$ cat config.mk
export PLATFORM = sky130hd
export DESIGN_NAME = aabb_ctrl
export DESIGN_NICKNAME = d
export VERILOG_FILES = /design/src/hdl/aabb_pkg.sv /design/src/hdl/aabb_ctrl.sv
export SDC_FILE = /design/constraint.sdc
export NUM_CORES = 1
export LEC_CHECK = 0
export ABC_CLOCK_PERIOD_IN_PS = 1600
export BUFFER_PORTS_ARGS = -buffer_cell sky130_fd_sc_hd__buf_2
export CORE_MARGIN = 5
export CORE_UTILIZATION = 40
export DETAILED_ROUTE_END_ITERATION = 8
export PLACE_DENSITY = 0.73
export RECOVER_POWER = 25
export SYNTH_ARGS = -nofsm -noshare
export SYNTH_HDL_FRONTEND = slang
export SYNTH_SLANG_ARGS = --single-unit
$ cat constraint.sdc
create_clock -name clock -period 1.6 [get_ports clock]
set_input_delay 0.32 -clock clock [delete_from_list [all_inputs] [get_ports clock]]
set_output_delay 0.32 -clock clock [all_outputs]
set_load 0.01 [all_outputs]
$ cat src/hdl/aabb_pkg.sv
// shared types and constants of the static box collision resolver
package aabb_pkg;

   // field widths
   localparam int POS_W  = 24;  // position and velocity
   localparam int OFF_W  = 21;  // centre offset
   localparam int HALF_W = 20;  // half extent
   localparam int CTR_W  = 25;  // box centre, position plus offset
   localparam int DIFF_W = 26;  // centre difference
   localparam int HSUM_W = 21;  // sum of two half extents
   localparam int PEN_W  = 27;  // penetration and corrected position before saturation

   // saturation limits of a position, at adder width and at centre width
   localparam logic signed [PEN_W-1:0] PEN_POS_MAX = 27'sd8388607;
   localparam logic signed [PEN_W-1:0] PEN_POS_MIN = -27'sd8388608;
   localparam logic signed [CTR_W-1:0] CTR_POS_MAX = 25'sd8388607;
   localparam logic signed [CTR_W-1:0] CTR_POS_MIN = -25'sd8388608;

   // command codes
   typedef enum logic [1:0] {
      CMD_WRITE   = 2'd0,
      CMD_CLEAR   = 2'd1,
      CMD_RESOLVE = 2'd2
   } cmd_type;

   // controller states
   typedef enum logic [2:0] {
      ST_WIPE,
      ST_IDLE,
      ST_PRIME,
      ST_DIFF,
      ST_PEN,
      ST_UPD,
      ST_DONE
   } state_type;

   // one static box table entry
   typedef struct packed {
      logic                     vld;
      logic signed [CTR_W-1:0]  cx;
      logic signed [CTR_W-1:0]  cy;
      logic        [HALF_W-1:0] hx;
      logic        [HALF_W-1:0] hy;
   } entry_type;

   localparam int ENTRY_W = $bits(entry_type);

   // commands from the controller to the datapath
   typedef struct packed {
      logic wipe;    // write an invalid entry at the walk index
      logic wr;      // write or clear the requested slot
      logic wr_vld;  // valid bit of that write
      logic load;    // capture a dynamic box
      logic diff;    // centre differences and half extent sums
      logic pen;     // penetrations
      logic upd;     // push out and update the dynamic box
   } dp_cmd_type;

endpackage

$ cat src/hdl/aabb_ctrl.sv
// controller state machine: table clearing pass, commands and slot walk
module aabb_ctrl import aabb_pkg::*; #(
   parameter int STATIC_SLOTS = 64,
   localparam int CW = $clog2(STATIC_SLOTS + 1)
) (
   input  logic          clock,
   input  logic          reset,
   input  logic          start,
   input  logic [1:0]    req_cmd,
   input  logic [5:0]    req_slot,
   output logic          busy,
   output logic          rsp_valid,
   output dp_cmd_type    dp_cmd,
   output logic [CW-1:0] idx
);

   state_type     state_ff, state_in;
   logic [CW-1:0] idx_ff, idx_in;
   logic          accept;
   logic          slot_ok;
   logic          wipe_last;
   logic          walk_last;

   assign accept    = start && (state_ff == ST_IDLE);
   assign slot_ok   = (32'(req_slot) < STATIC_SLOTS);
   assign wipe_last = (idx_ff == CW'(STATIC_SLOTS - 1));
   assign walk_last = (idx_ff == CW'(STATIC_SLOTS));

   // next state
   always_comb begin
      state_in = state_ff;
      unique case (state_ff)
         ST_WIPE:  if (wipe_last) state_in = ST_IDLE;
         ST_IDLE:  if (accept && req_cmd == CMD_RESOLVE) state_in = ST_PRIME;
         ST_PRIME: state_in = ST_DIFF;
         ST_DIFF:  state_in = ST_PEN;
         ST_PEN:   state_in = ST_UPD;
         ST_UPD:   state_in = walk_last ? ST_DONE : ST_DIFF;
         ST_DONE:  state_in = ST_IDLE;
         default:  state_in = ST_IDLE;
      endcase
   end

   // slot counter: clearing pass and walk
   always_comb begin
      idx_in = idx_ff;
      unique case (state_ff)
         ST_WIPE: idx_in = wipe_last ? '0 : idx_ff + 1'b1;
         ST_IDLE: idx_in = '0;
         ST_DIFF: idx_in = idx_ff + 1'b1;
         default: idx_in = idx_ff;
      endcase
   end

   always_ff @(posedge clock) begin
      if (reset) begin
         state_ff <= ST_WIPE;
         idx_ff   <= '0;
      end else begin
         state_ff <= state_in;
         idx_ff   <= idx_in;
      end
   end

   // outputs
   always_comb begin
      dp_cmd    = '0;
      busy      = 1'b1;
      rsp_valid = 1'b0;
      unique case (state_ff)
         ST_WIPE:  dp_cmd.wipe = 1'b1;
         ST_IDLE: begin
            busy          = 1'b0;
            dp_cmd.wr     = accept && slot_ok &&
                            (req_cmd == CMD_WRITE || req_cmd == CMD_CLEAR);
            dp_cmd.wr_vld = (req_cmd == CMD_WRITE);
            dp_cmd.load   = accept && (req_cmd == CMD_RESOLVE);
         end
         ST_PRIME: ;
         ST_DIFF:  dp_cmd.diff = 1'b1;
         ST_PEN:   dp_cmd.pen = 1'b1;
         ST_UPD:   dp_cmd.upd = 1'b1;
         ST_DONE:  rsp_valid = 1'b1;
         default:  ;
      endcase
   end

   assign idx = idx_ff;

endmodule

==> run metrics, run 1 <==
Cells after Synth=82; post-route worst setup slack=-0.0465 ns; worst ir drop on vdd=around 340 uV; reg2reg start=state_ff[0]; Critical Path RT=1.28 ns; Yosys warning total=0; Final nets=about 120; Die Wd=approximately 52 um; first-pass GRT wire length=around 2700 um; Clock transition at path regs=roughly 0.070 ns; Final min period=between 1.5 and 2 ns; DR iter-0 viols=16; GRT Total Usage=13.4%; hold_ws=~0.32 ns; r2r setup slk=approximately 0.010 ns; router iterations before antenna repair=4; PortBufs=20; LEAKAGE=between 0.0003 and 0.0004 uW; EDFF count, synth=0; Hold Vio Cnt, Final=0; synth top area cells=dfxtp_1, buf_6, o31ai_1, or4_1, ha_1; dpl hpwl=1250 um; Cell Chain, Critical Path=inv_2 -> or3_4 -> nor3_1 -> buf_2; crit-path max cell delay=roughly 0.39 ns; Seq/Total Area, Yosys=roughly 29%; CTS buffer count=3; end of the worst register-to-register path=idx[5]; die area=roughly 2700 sq um; row cnt=15; final setup fails=3; ant diodes=0; layout cell share with drive strength beyond 1=37.6%; WP buf/inv=2; most common flop cell mapped by yosys=dfxtp_1; Max Freq=607 MHz; Core Footprint=about 1700 sq um; area grow syn2layout=27.9%; critical path endpoint category=output pin; CTS Root Cell=clkbuf_4; most common cell in the synthesized netlist=dfxtp_1; P per Cell Area=about 550 nW/um^2; Final Util=between 50% and 60%; Yosys cell types=36; delay-heaviest family, CP=simple AND/OR/NAND/NOR gates; #FFs+latches synth=10; Setup crit start=state_ff[0]; pin count of the biggest net entering global routing=15; RSZ-0062 raised after global routing=true; Post-Syn Nets=95; Congestion Overflow GR=0; critical path's slowest cell=or3_4; Critical Path Fanout Max=4; ys async rst share=0%; Max Slew Vio Count=0; cts hold-fix bufs=0; antenna-violating nets left=0; clock skew=roughly 0.00060 ns; critical path depth=4; Least-Margin Pin Slew=~0.54 ns; Max-Cap Viols=0; starting density of the core=roughly two fifths; H-Tree Depth=1; die height=a little over 50 um; wire per inst=roughly 14 um; Max-slew headroom=64.2%; period utilization=103%; initial antenna violation count=0; Yosys top cell area share=28.8%; list of most frequent post-synthesis cells=dfxtp_1, nor2_1; worst setup path endpoint=dp_cmd[4]; Synth area leader=dfxtp_1; routability cong.=just over 0.8; cell area after synthesis=between 600 and 700 sq um; routed vias=approximately 730; PnR Total Power=493 uW; Hold Path Class=primary input to register; post-place setup slack=approximately 0.14 ns; DRC violations left=0; clock tree from TritonCTS=built; average footprint of a synthesized cell=8.48 sq um; CP Launch Type=register; Via density=around 5.8; clock sinks=10; status=finished, violations left; I/O Pins=27; worst-skew pair later-pin latency=between 0.2 and 0.3 ns; drt total wl=1710 um; Clock Path Buffers=2; CP Class=register to output pin; failing checks=setup timing; cells on worst reg2reg path=5; vias in the first global route=643; WP data arrival=between 1 and 1.5 ns
-- placed cells by master (no fill, tap or decap), types with 4 or more instances in the layout --
master,count
dfxtp_1,7
clkbuf_1,5
o21ai_0,4
nor2_1,5
buf_4,8
o31ai_1,4
nand2b_1,4
buf_2,16
or4_1,4
-- timing repair --
action,in CTS,in global routing
endpoints found under the hold margin,0,0
pin swaps,2,0
resized for setup,6,4
endpoints found under the setup margin,5,7
buffers inserted,2,0
-- registers in the layout, indices dropped and copies added (netlist names) --
signal,flops
idx,7
state_ff,3
-- per-layer routing --
layer | part of all wire, % | global-route usage (%)
met3 | 4.2 | 3.44
met5 | 0 | 0
met4 | 1.8 | 6.55
met1 | 48 | 16.8
met2 | 46 | 21.0
-- report_power, final --
group          internal [uW]  leakage (uW)  switching (uW)  total [uW]
clock network           86.9     0.0000138            87.1         174
logic                   26.5      0.000261            27.0        53.5
registers                255     0.0000827            9.95         265
-- logic make-up after synthesis --
family / Yosys count / share of synthesized area [%]
compound gates: 22 / 23.0
fa+ha+maj: 2 / 3.60
buf+inv: 10 / 8.81
flops: 10 / 28.8
mux: 1 / 1.62
simple gates: 37 / 34.2
-- worst min-delay path by stage --
stage                start     endpoint  cells past startpoint  slack (ns)
detailed placement  idx[5]       idx[5]                      2        0.51
finish               reset  state_ff[1]                      2        0.32
global placement    idx[5]       idx[5]                      2        0.50
global route         reset       idx[0]                      2        0.34
CTS                  reset  state_ff[1]                      2        0.31
floorplan           idx[5]       idx[5]                      2        0.53
-- through the flow --
stage               setup TNS (ns)  instance area, sq um  cells
global placement                 0                   831    121
CTS                         -0.120                   883    126
global route                -0.577                   890    126
floorplan                        0                   696     82
finish                      -0.107                   890    126
detailed placement               0                   831    121
-- area by class of cell --
type,instances,area (sq um)
Sequential cell,10,204
Tap cell,17,21.3
Fill cell,150,800
Timing Repair Buffer,30,170
Inverter,4,15.0
Multi-Input combinational cell,62,457
Clock buffer,3,22.5
Note: power is estimated with default switching activity, not from simulation.
==> run 2, diff against run 1 <==
--- a/config.mk
+++ b/config.mk
@@ -9,8 +9,9 @@
 export BUFFER_PORTS_ARGS = -buffer_cell sky130_fd_sc_hd__buf_2
 export CORE_MARGIN = 5
 export CORE_UTILIZATION = 40
+export CTS_CLUSTER_DIAMETER = 100
 export DETAILED_ROUTE_END_ITERATION = 8
-export PLACE_DENSITY = 0.73
+export PLACE_DENSITY = 0.75
 export RECOVER_POWER = 25
 export SYNTH_ARGS = -nofsm -noshare
 export SYNTH_HDL_FRONTEND = slang
==> run 2 against run 1 <==
Compared with the run above:
- the flow still finishes with violations (setup timing)
- sequential share of layout area down 0.096 points
- first-iteration DRC count up 63%
- fmax down 0.78%
- design area up 0.42%
- clock-buffer cell count up 1
- die area unchanged
- non-clock buffer count down 3
- register-to-register slack better by 0.11 ns
- largest cell class unchanged
==> run metrics, run 2 (synthesis results as in run 1) <==
status=finished, violations left; failing checks=setup timing; CTS Root Cell=clkbuf_4; cts hold-fix bufs=0 (unchanged); most common cell after layout, fill and taps aside=buf_2; clock skew=0.00836 ns (+0.00776 ns); die area=2670 sq um (unchanged); period utilization=104% (+0.81 points); first-pass GRT wire length=2740 um (+0.51%); vias in the first global route=648 (+0.78%); initial antenna violation count=0 (unchanged); grt met1 use=15.7% (-1.2 points); Least-Margin Pin Slew=0.342 ns (-0.195 ns); routability cong.=0.800 (-2.8%); leading cell types in the layout, fill and taps excluded=buf_2, dfxtp_1, buf_4; LEAKAGE=0.000374 uW (+4.5%); post-route worst setup slack=-0.0594 ns (-0.0129 ns); Max-Cap Viols=0 (unchanged); ant diodes=0 (unchanged); wire per inst=14.6 um (+8.1%); dpl hpwl=1250 um (+0.67%); fill count=164 (+9.3%); grt peak-use layer=met2; Hold Vio Cnt, Final=0 (unchanged); critical path endpoint category=output pin; non-filler instance count after layout=124 (-1.6%); pin count of the biggest net entering global routing=25 (+10); Max-slew headroom=76.9% (+13 points); area grow syn2layout=28.4%; Max Slew Vio Count=0 (unchanged); row cnt=15 (unchanged); Clock transition at path regs=0.08 ns (about the same); GRT Total Usage=13.8% (+0.44 points); CP Class=register to output pin; Via density=5.81 (-0.19%); PortBufs=20 (unchanged); final setup fails=3 (unchanged); Core Footprint=1690 sq um (unchanged); M2 GR Usage=22.7% (+1.7 points); RSZ-0062 raised after global routing=true; hold_ws=0.313 ns (-0.00398 ns); DRC violations left=0 (unchanged); PnR Total Power=554 uW (+12%); Congestion Overflow GR=0 (unchanged); Critical Path Fanout Max=4 (unchanged); met3 Usage GRT=6.02% (+2.6 points); H-Tree Depth=1 (unchanged); Max Freq=603 MHz (-0.78%); Final min period=1.66 ns (+0.0129 ns); P per Cell Area=620 nW/um^2 (+12%); DR iter-0 viols=26 (+10); CP Launch Type=register; I/O Pins=27 (unchanged); layout cell share with drive strength beyond 1=42.1% (+4.4 points); clock tree from TritonCTS=built; Hold Path Class=primary input to register; clock sinks=10 (unchanged); worst-skew pair later-pin latency=0.27 ns (about the same); Placed Cells incl. Taps=117 (-3.3%); CTS buffer count=3 (unchanged); Clock Path Buffers=2 (unchanged); Die Wd=51.7 um (unchanged); Final TNS setup=-0.0911 ns (+0.0163 ns); Final nets=121 (-2.4%); Critical Path RT=1.28 ns (about the same); routed vias=721 (-1.8%); worst ir drop on vdd=291 uV (-15%); WP data arrival=1.34 ns (about the same); router iterations before antenna repair=4 (unchanged); die height=51.7 um (unchanged); drt total wl=1810 um (+6.4%); starting density of the core=41.2% (unchanged); max reg flops=7 (unchanged); antenna-violating nets left=0 (unchanged)
==> run 2: worst max-delay path: stages (launching register included) <==
cell and delay [ns]:
dfxtp_2 0.34, inv_2 0.04, or3_4 0.39, nor3b_2 0.15, buf_2 0.14
==> run 2: final timing paths <==
kind / start / to / slack [ns] / depth (start not counted)
min reg2reg: idx[4] / idx[4] / 0.54 / 2
max reg2reg: idx[0] / idx[6] / 0.12 / 4
max: state_ff[0] / dp_cmd[5] / -0.06 / 4
min: reset / state_ff[1] / 0.31 / 2
==> run 2: report_power, final <==
| group | total [uW] | leakage (uW) | internal, uW | switching, uW |
|---|---|---|---|---|
| clock | 235 | 0.0000210 | 138 | 96.9 |
| combinational | 52.3 | 0.000271 | 25.7 | 26.6 |
| sequential | 266 | 0.0000824 | 256 | 10.5 |
==> run 2: final cells by class <==
type / count / area, sq um / area share [%]
well taps: 17 / 21.3 / 2.38
flip-flops and latches: 10 / 204 / 22.8
multi-input cells: 62 / 460 / 51.5
repair buffers: 27 / 156 / 17.5
clock buffers: 4 / 36.3 / 4.06
inverters: 4 / 15.0 / 1.68
==> run 2: timing repair <==
| item | in CTS | in global routing |
|---|---|---|
| setup buffers | 2 | 1 |
| resized for setup | 6 | 5 |
| pin swaps | 2 | 1 |
| endpoints found under the setup margin | 5 | 11 |
| cloned | 0 | 0 |
==> run 2: per-stage QoR <==
step	setup WS, ns	util, %	cell area [sq um]
3_3_place_gp	0.104	47.4	801
4_1_cts	-0.0609	51.3	867
2_1_floorplan	0.00812	-	696
5_1_grt	-0.118	52.9	893
3_5_place_dp	0.0719	47.4	801
6_report	-0.0594	52.9	893
==> run 2: layer usage <==
metal	vias to the layer above	part of all wire, %
met5	-	0
met4	0	1.5
met3	5	5.0
met2	21	50
met1	336	44
li1	359	-
==> run 3, diff against run 2 <==
--- a/config.mk
+++ b/config.mk
@@ -5,11 +5,12 @@
 export SDC_FILE = /design/constraint.sdc
 export NUM_CORES = 1
 export LEC_CHECK = 0
-export ABC_CLOCK_PERIOD_IN_PS = 1600
+export ABC_CLOCK_PERIOD_IN_PS = 1900
 export BUFFER_PORTS_ARGS = -buffer_cell sky130_fd_sc_hd__buf_2
 export CORE_MARGIN = 5
 export CORE_UTILIZATION = 40
 export CTS_CLUSTER_DIAMETER = 100
+export CTS_CLUSTER_SIZE = 25
 export DETAILED_ROUTE_END_ITERATION = 8
 export PLACE_DENSITY = 0.75
 export RECOVER_POWER = 25
==> constraint.sdc (replaced) <==
create_clock -name clock -period 1.9 [get_ports clock]
set_input_delay 0.38 -clock clock [delete_from_list [all_inputs] [get_ports clock]]
set_output_delay 0.38 -clock clock [all_outputs]
set_load 0.01 [all_outputs]
==> run 3 against run 2 <==
Compared with the run above:
- die area did not move
- total power decreased by 26%
- first-iteration DRC count is 50% lower
- worst setup slack better by 0.17 ns
- non-clock buffer count down 3
- critical path type unchanged
- the run now ends clean
- sequential cell count is the same
- utilization is 4.2 points lower
- sequential share of layout area grew 1.5 points
- cell count fell by 3.2%
- clock-buffer cell count down 1
==> run metrics, run 3 (synthesis results as in run 1) <==
critical path's slowest cell=or3_1; r2r setup slk=0.27 ns (+0.15 ns); crit-path max cell delay=0.41 ns (+0.02 ns); Hold Vio Cnt, Final=0 (unchanged); WP data arrival=1.41 ns (+0.07 ns); Final min period=about 1.8 ns; DRC violations left=0 (unchanged); CP Class=register to output pin; clock tree from TritonCTS=built; vias in the first global route=666 (+2.8%); Setup crit start=state_ff[0]; worst ir drop on vdd=335 uV (+15%); layout cell share with drive strength beyond 1=27.2% (-15 points); drt total wl=1680 um (-7.2%); hold-critical path depth=2 (unchanged); ant diodes=0 (unchanged); Cell Chain, Critical Path=inv_1 -> or3_1 -> nor3b_2 -> buf_2; I/O Pins=27 (unchanged); Worst Hold Launch=reset; CP Launch Type=register; post-route worst setup slack=0.108 ns (+0.168 ns); most common cell after layout, fill and taps aside=buf_2; initial antenna violation count=0 (unchanged); dpl hpwl=1200 um (-4.0%); GRT Total Usage=12.8% (-0.97 points); final setup fails=0 (-3); P per Cell Area=500 nW/um^2 (-19%); delay-heaviest family, CP=simple AND/OR/NAND/NOR gates; clock sinks=10 (unchanged); Clock Path Buffers=2 (unchanged); area grow syn2layout=18.2%; Max-slew headroom=71.1% (-5.8 points); Critical Path Fanout Max=4 (unchanged); LEAKAGE=0.000323 uW (-14%); die height=51.7 um (unchanged); PortBufs=20 (unchanged); post-place setup slack=0.295 ns (+0.223 ns); Congestion Overflow GR=0 (unchanged); Max Freq=between 500 and 600 MHz; routed vias=694 (-3.7%); router iterations before antenna repair=5 (+1); worst-skew pair later-pin latency=0.26 ns (about the same); Critical Path RT=1.52 ns (+0.24 ns); hold_ws=0.383 ns (+0.0702 ns); CTS Root Cell=clkbuf_4; routability cong.=0.799 (-0.14%); Hold Path End=state_ff[1]; CTS buffer count=3 (unchanged); Max Slew Vio Count=0 (unchanged); starting density of the core=41.2% (unchanged); Final nets=118 (-2.5%); Clock transition at path regs=0.06 ns (-0.02 ns); Core Footprint=1690 sq um (unchanged); clock skew=0.000581 ns (-0.00777 ns); pin count of the biggest net entering global routing=25 (unchanged); critical path endpoint category=output pin; leading cell types in the layout, fill and taps excluded=buf_2, dfxtp_1, nor2_1, clkbuf_1; first-pass GRT wire length=2670 um (-2.5%); max reg flops=7 (unchanged); DR iter-0 viols=13 (-50%); end of the worst register-to-register path=idx[6]; Hold Path Class=primary input to register; cts hold-fix bufs=0 (unchanged); row cnt=15 (unchanged); H-Tree Depth=1 (unchanged); wire per inst=14.0 um (-4.1%); status=finished, final reports clean; reg2reg start=idx[0]; cells on worst reg2reg path=4 (unchanged); Least-Margin Pin Slew=0.428 ns (+0.0863 ns); RSZ-0062 raised after global routing=false; die area=2670 sq um (unchanged); Final TNS setup=0 ns (+0.0911 ns); Max-Cap Viols=0 (unchanged); antenna-violating nets left=0 (unchanged); Die Wd=51.7 um (unchanged); period utilization=a little over nine tenths; WP buf/inv=2 (unchanged); Via density=5.78 (-0.54%)
==> run 3: routing by layer <==
| layer | routed length, um | track usage (%) | share of wire, % |
|---|---|---|---|
| met1 | 795 | 15.7 | 47 |
| met2 | 775 | 21.2 | 46 |
| met4 | 29 | 3.49 | 1.7 |
| met5 | 0 | 0 | 0 |
| met3 | 83 | 4.58 | 4.9 |
==> run 3: per-stage QoR <==
stage	util (%)	area, sq um	cells	total power [uW]
after global routing	48.7	822	120	433
after floorplan	-	696	82	255
after CTS	48.3	816	119	418
after global placement	47.0	793	116	270
final	48.7	822	120	411
after detailed placement	47.0	793	116	272
==> run 3: report_power, final <==
| group | internal (uW) | switching (uW) |
|---|---|---|
| combinational | 20.5 | 21.4 |
| clock | 73.2 | 71.9 |
| sequential | 215 | 8.81 |
==> run 3: area by class of cell <==
class / instances / area, sq um
clock buffer: 3 / 22.5
fill: 170 / 867
sequential: 10 / 200
multi-input combinational: 62 / 439
inverter: 4 / 15.0
timing repair buffer: 24 / 124
tap: 17 / 21.3
==> run 3: timing repair <==
| action | in CTS | in global routing |
|---|---|---|
| endpoints found under the setup margin | 0 | 2 |
| buffers inserted | 0 | 1 |
| resized for setup | 0 | 1 |
==> run 3: worst max path at each step <==
stage / to / cells after the start
finish: dp_cmd[5] / 4
global route: dp_cmd[5] / 4
CTS: rsp_valid / 3
detailed placement: idx[5] / 4
global placement: idx[6] / 4
floorplan: dp_cmd[5] / 4
